### src/sv/eia_pkg.sv
// ----------------------------------------------------------------------------
// eia_pkg: shared definitions for the expression integer ALU
// Opcodes, status codes, result selectors and the per-stage control group.
// ----------------------------------------------------------------------------
`default_nettype none

package eia_pkg;

  localparam int DATA_WIDTH_DEF = 32;
  localparam int OP_WIDTH       = 5;
  localparam int ST_WIDTH       = 2;

  typedef enum logic [4:0] {
    OP_ADD = 5'd0,
    OP_SUB = 5'd1,
    OP_MUL = 5'd2,
    OP_DIV = 5'd3,
    OP_MOD = 5'd4,
    OP_POW = 5'd5,
    OP_INC = 5'd6,
    OP_DEC = 5'd7,
    OP_NOT = 5'd8,
    OP_GT  = 5'd9,
    OP_GE  = 5'd10,
    OP_LT  = 5'd11,
    OP_LE  = 5'd12,
    OP_EQ  = 5'd13,
    OP_NE  = 5'd14,
    OP_AND = 5'd15,
    OP_OR  = 5'd16
  } op_t;

  typedef enum logic [1:0] {
    ST_OK       = 2'd0,
    ST_DIV0     = 2'd1,
    ST_INVALID  = 2'd2,
    ST_OVERFLOW = 2'd3
  } st_t;

  // Which pipeline product forms the final value.
  typedef enum logic [1:0] {
    SEL_SIMPLE = 2'd0,
    SEL_DIV    = 2'd1,
    SEL_MOD    = 2'd2,
    SEL_POW    = 2'd3
  } sel_t;

  typedef struct packed {
    logic valid;
    sel_t sel;
    st_t  status;
    logic neg;
  } ctl_t;

endpackage

`default_nettype wire

### src/sv/eia_stage.sv
// ----------------------------------------------------------------------------
// eia_stage: one pipeline stage of the ALU
// Retires one quotient bit of the restoring divider and one exponent bit of
// the square-and-multiply power unit.
// ----------------------------------------------------------------------------
`default_nettype none

module eia_stage #(
  parameter int W = eia_pkg::DATA_WIDTH_DEF
) (
  input  wire logic          clk,
  input  wire logic          rst_n,
  input  wire logic          en,
  input  wire eia_pkg::ctl_t ctl_i,
  input  wire logic [W-1:0]  simple_i,
  input  wire logic [W-1:0]  rem_i,
  input  wire logic [W-1:0]  quo_i,
  input  wire logic [W-1:0]  dvs_i,
  input  wire logic [W-1:0]  acc_i,
  input  wire logic [W-1:0]  base_i,
  input  wire logic [W-1:0]  ex_i,
  output eia_pkg::ctl_t      ctl_o,
  output logic      [W-1:0]  simple_o,
  output logic      [W-1:0]  rem_o,
  output logic      [W-1:0]  quo_o,
  output logic      [W-1:0]  dvs_o,
  output logic      [W-1:0]  acc_o,
  output logic      [W-1:0]  base_o,
  output logic      [W-1:0]  ex_o
);

  logic [W:0]   trial;
  logic [W:0]   diff;
  logic         fits;
  logic [W-1:0] rem_nxt;
  logic [W-1:0] acc_nxt;
  logic [W-1:0] base_nxt;

  eia_pkg::ctl_t ctl_r;
  logic [W-1:0]  simple_r, rem_r, quo_r, dvs_r, acc_r, base_r, ex_r;

  // Shift in the next dividend bit and try the subtraction.
  always_comb begin
    trial   = {rem_i, quo_i[W-1]};
    diff    = trial - {1'b0, dvs_i};
    fits    = ~diff[W];
    rem_nxt = fits ? diff[W-1:0] : trial[W-1:0];
    acc_nxt = ex_i[0] ? W'(acc_i * base_i) : acc_i;
    base_nxt = W'(base_i * base_i);
  end

  // Only the valid bit is reset; the payload simply follows the enable.
  always_ff @(posedge clk) begin
    if (!rst_n) begin
      ctl_r.valid <= 1'b0;
    end else if (en) begin
      ctl_r.valid <= ctl_i.valid;
    end
    if (en) begin
      ctl_r.sel    <= ctl_i.sel;
      ctl_r.status <= ctl_i.status;
      ctl_r.neg    <= ctl_i.neg;
      simple_r     <= simple_i;
      rem_r        <= rem_nxt;
      quo_r        <= {quo_i[W-2:0], fits};
      dvs_r        <= dvs_i;
      acc_r        <= acc_nxt;
      base_r       <= base_nxt;
      ex_r         <= {1'b0, ex_i[W-1:1]};
    end
  end

  assign ctl_o    = ctl_r;
  assign simple_o = simple_r;
  assign rem_o    = rem_r;
  assign quo_o    = quo_r;
  assign dvs_o    = dvs_r;
  assign acc_o    = acc_r;
  assign base_o   = base_r;
  assign ex_o     = ex_r;

endmodule

`default_nettype wire

### config.mk
export PLATFORM = sky130hd
export DESIGN_NAME = eia_stage
export DESIGN_NICKNAME = d
export VERILOG_FILES = /design/src/sv/eia_pkg.sv /design/src/sv/eia_stage.sv
export SDC_FILE = /design/constraint.sdc
export NUM_CORES = 2
export LEC_CHECK = 0
export ABC_CLOCK_PERIOD_IN_PS = 8600
export BUFFER_PORTS_ARGS = -buffer_cell sky130_fd_sc_hd__clkbuf_2
export CAP_MARGIN = 20
export CORE_MARGIN = 2
export CORE_UTILIZATION = 38
export CTS_CLUSTER_DIAMETER = 80
export CTS_CLUSTER_SIZE = 16
export DETAILED_ROUTE_END_ITERATION = 16
export GPL_TIMING_DRIVEN = 1
export PLACE_DENSITY_LB_ADDON = 0.12
export SYNTH_ARGS = -nofsm -noshare
export SYNTH_HDL_FRONTEND = slang
export SYNTH_SLANG_ARGS = --single-unit
### constraint.sdc
create_clock -name clk -period 8.6 [get_ports clk]
set_input_delay 1.72 -clock clk [delete_from_list [all_inputs] [get_ports clk]]
set_output_delay 1.72 -clock clk [all_outputs]
set_load 0.005 [all_outputs]
======== Word-level counts from Yosys, hierarchy flattened ========
Cells that the tools add are included.
word-level totals
  bits in registers ....................... 229
  input bits .............................. 233
  output and inout port bits .............. 230
  word-level logic and storage cells ...... 17
operators by class
  $add $sub $neg .......................... 1
  $mul .................................... 2
  mux-type cells .......................... 2
  bitwise logic cells ..................... 1
operators by type and width
  cell              number
  $mul A32 B32 Y32  2
  $mux W32          2
  $sub A33 B32 Y33  1
  $not A1 Y1        1

======== Depth between registers and ports, before layout ========
  depth after elaboration ................. 2
  gate-level depth with buffers ........... 28
  mapped depth without buffers ............ 26

======== Least setup slack after synthesis ========
Ideal clock, no wire load.
  kind .................................... input to register
  start point ............................. input base_i[8]
  end point ............................... register acc_r[31], in the netlist acc_o[31] (data pin)
  setup time .............................. 0.260 ns
  arrival time ............................ 8.330 ns
  required time ........................... 8.340 ns
  path slack .............................. 0.010 ns
  cell stages on the path ................. 22
  path buffers ............................ 2
  path through ............................ clkbuf_1 -> clkbuf_1 -> nand2_1 -> fa_1 -> fa_1 -> fa_1 -> fa_1 -> fa_1 -> inv_1 -> fa_1 -> fa_1 -> fa_1 -> ha_1 -> a21o_1 -> o21bai_1 -> o21bai_1 -> a21o_1 -> a221o_1 -> nor4_1 -> o31ai_1 -> xnor2_1 -> mux2_2
between the ends
  cells in the longest elaborated chain, start to end .. 2
RTL lines
  item                   RTL line         text
  from (decl)            eia_stage.sv:20  input wire logic [W-1:0] base_i,
  $mul A32 B32 Y32       eia_stage.sv:48  acc_nxt = ex_i[0] ? W'(acc_i * base_i) : acc_i;
  $mux W32               eia_stage.sv:48
  named net acc_nxt[31]  eia_stage.sv:36  logic [W-1:0] acc_nxt;
  to (signal assigned)   eia_stage.sv:67  acc_r <= acc_nxt;
  to (decl)              eia_stage.sv:40  logic [W-1:0] simple_r, rem_r, quo_r, dvs_r, acc_r, base_r, ex_r;
The timed path passes the listed nets, and every way through them passes these cells.
A chain may end at the register's enable or synchronous reset.

======== Final worst setup path ========
  start point ............................. input acc_i[11]
  end point ............................... register acc_r[31], in the netlist acc_o[31] (data pin)
between the ends
  cells in the longest elaborated chain, start to end .. 2
RTL lines
  item                   RTL line         text
  from (decl)            eia_stage.sv:19  input wire logic [W-1:0] acc_i,
  $mul A32 B32 Y32       eia_stage.sv:48
  $mux W32               eia_stage.sv:48
  named net acc_nxt[31]  eia_stage.sv:36
The timed path passes the listed nets, and every way through them passes these cells.

==> flow_summary_export.csv <==
group,metric,value,unit
critical_path,start_kind,"primary input",
critical_path,critical_path_class,"primary input to register",
place,place_congestion,0.858,
floorplanning,start_util,0.383,
grt,antenna_found_initial,8,
clocking,cts_max_path_buffers,3,
clocking,cts_tree,"yes",
finish,layout_common_cells,"863 x inv_1, 776 x fa_1, 459 x clkbuf_2",
clocking,cts_setup_buffers,0,
route,drc,0,
finish,fin_util,0.452,
route,dr.first_iter.drc_count,1344,
logic_synthesis,synthCells,3718,
logic_synthesis,synth_area,0.0383,mm^2
critical_path,required,8910,ps
clocking,cts_made_buffers,23,
grt,grt_pass1_vias,30000,
floorplanning,pin_count,463,
finish,area_growth,17.9,%
route,drtAntennaViolNets,0,
sta,period_share,0.965,
place,hpwl,92400,um
sta,finalMaxSlewViolations,0,
logic_synthesis,synth.area.top_cells,"fa_1 41%, edfxtp_1 18%, ha_1 9.2%, inv_1 8.4%, and2_1 6.8%",
logic_synthesis,synth_flop_cell,"edfxtp_1",
finish,nNetsFinal,5671,
run_status,status,"completed",
sta,skew,0,ps
critical_path,crit_path_frequent_cell,"fa_1",
logic_synthesis,synth_top_area_frac,0.405,
floorplanning,die_width,322,um
logic_synthesis,yosys.cell_types.count,73,
finish,mostFrequentLayoutCell,"inv_1",
logic_synthesis,ys_warn_count,0,
critical_path,cp.arrival,8610,ps
clocking,clkSinkCount,228,
critical_path,crit_family,"adder cells",
critical_path,end_kind,"register",
hold_path,hp-class,"register to register",
place,numPortBuffers,460,
floorplanning,placementRows,116,
route,vias,27100,
floorplanning,dieArea,0.103,mm^2
critical_path,crit_buf_inv,4,
sta,setup_viol,0,
floorplanning,die_y,322,um
logic_synthesis,syn_avg_cell_area,10.3,um^2
critical_path,worstPathMaxFanout,12,
clocking,cts_hold_buf,0,
clocking,htreeDepth,1,
clocking,insertion_delay,590,ps
critical_path,cpPeakStageDelay,580,ps
finish,final_area,0.0452,mm^2
sta,slew-limit-headroom,0.292,
critical_path,cp_cell_sequence,"clkbuf_2 > buf_4 > and2_1 > fa_1 > inv_1 > fa_1 > fa_1 > fa_1 > fa_1 > inv_1 > fa_1 > fa_1 > fa_1 > ha_1 > a21o_1 > o21bai_1 > o21bai_1 > a21o_1 > a221o_1 > nor4_1 > o31ai_1 > xnor2_1 > mux2_2",
logic_synthesis,async_reset_ff_frac,0,
grt,grt_pass1_wl,171000,um
sta,rsz0062_at_grt,"no",
sta,fin_crit,8300,ps
route,wl,107000,um
finish,drive_gt1_frac,0.205,
critical_path,cp_slowest_cell,"fa_1",
floorplanning,core,0.100,mm^2
logic_synthesis,synth_top_area_cell,"fa_1",
flow_run,drv_cap,0,
route,vias_per_cell,4.77,
grt,groute.usage.overall,0.216,
grt,grt-ovfl-total,0,
sta,clock.fmax,121,MHz
logic_synthesis,ys_seq_area_frac,0.178,
grt,grt_max_degree,143,
logic_synthesis,synth_enable_flop_cells,227,
clocking,clkSlewWorstSetupHoldPaths,70,ps
sta,hold_viol,0,
clocking,root_buffer,"clkbuf_16",
place,dpl_cell_area,0.0445,mm^2
logic_synthesis,ys_ff_latch,228,
sta,worst_slew_pin_slew,1060,ps
route,drt_pre_antenna_iters,5,
route,wl_per_cell,18.9,um
## repair_timing
item,4_1_cts,5_1_grt
gates resized for setup,0,4
endpoints found under the hold margin,0,0
setup endpoints to repair,0,3
## flip-flops by register name, indices dropped and copies added, names as in the netlist
| name | count |
|---|---|
| dvs_o | 32 |
| rem_o | 32 |
| quo_o | 32 |
| acc_o | 32 |
| base_o | 31 |
| simple_o | 32 |
| ctl_o | 6 |
| ex_o | 31 |
## per-stage QoR
step           instances  hold WS, ps  TNS [ps]  setup WS [ps]
6_report            5690          520         0            305
3_5_place_dp        5653          507     -2990           -432
4_1_cts             5688          528         0            174
2_1_floorplan       3719          507         0           10.1
5_1_grt             5689          550         0           6.26
3_3_place_gp        5653          501     -2440           -414
## metal layers
layer / part of all wire / track usage / up-vias / routed length (um)
met4: 0.018 / 0.0395 / 8 / 1920
met3: 0.054 / 0.0312 / 94 / 5820
met1: 0.40 / 0.269 / 13900 / 43200
met2: 0.53 / 0.397 / 607 / 56400
met5: 0.00052 / 0 / - / 56
li1: - / - / 12500 / -
## worst paths after layout
check	cells past startpoint	end	from	slack, ps
worst max-delay path	23	acc_o[31]$_DFFE_PP_	acc_i[11]	300
worst min register to register	2	ctl_o[5]$_SDFFE_PN0P_	ctl_o[5]$_SDFFE_PN0P_	520
worst min-delay path	2	ctl_o[5]$_SDFFE_PN0P_	ctl_o[5]$_SDFFE_PN0P_	520
worst max register to register	2	ctl_o[5]$_SDFFE_PN0P_	ctl_o[5]$_SDFFE_PN0P_	8010
## logic make-up (layout without fill, tap and decap cells)
| group | Yosys count | in the layout | share of synthesized area |
|---|---|---|---|
| AOI/OAI and AO/OA | 240 | 240 | 0.0416 |
| muxes | 61 | 61 | 0.0201 |
| buffers and inverters | 1022 | 1693 | 0.102 |
| xor gates and xnor gates | 149 | 149 | 0.0340 |
| DFF | 228 | 228 | 0.178 |
| other | 1 | 4 | 0.0000978 |
| adders and majority gates | 1058 | 1058 | 0.497 |
| and+or+nand+nor | 959 | 959 | 0.127 |
## synth_stat cells, types with 6 or more instances
library cell,count
or2_2,7
or3_1,7
mux2i_1,8
and2_1,414
nor2b_1,11
a211oi_1,9
o21a_1,17
a21oi_1,65
nor2_1,69
nand2b_1,10
o21ai_0,36
inv_1,863
o31ai_1,6
mux2_2,28
xor2_1,30
o21bai_1,11
nand3_1,9
clkbuf_1,151
a21o_1,34
nor3_1,17
nand4_1,7
edfxtp_1,227
xnor2_1,119
nand2_1,382
ha_1,282
and3_1,9
a31oi_1,10
fa_1,776
o31a_1,6
mux2_4,25
## layout make-up
cell class,instances,area [um^2]
Tap cell,1298,1620
Timing Repair Buffer,794,5170
Fill cell,9773,54800
Sequential cell,228,6840
Antenna cell,2,5.00
Inverter,864,3240
Multi-Input combinational cell,2469,27600
Clock buffer,23,576
Clock inverter,12,133
## worst reg2reg max path, cell delays in order (launching register included)
cell     delay [ps]
dfxtp_1         310
mux2i_1         120
nor2b_1          60
Power is left out: the tool's default activity adds up to more than one toggle a clock period on the data nets, which glitch-free logic cannot reach.
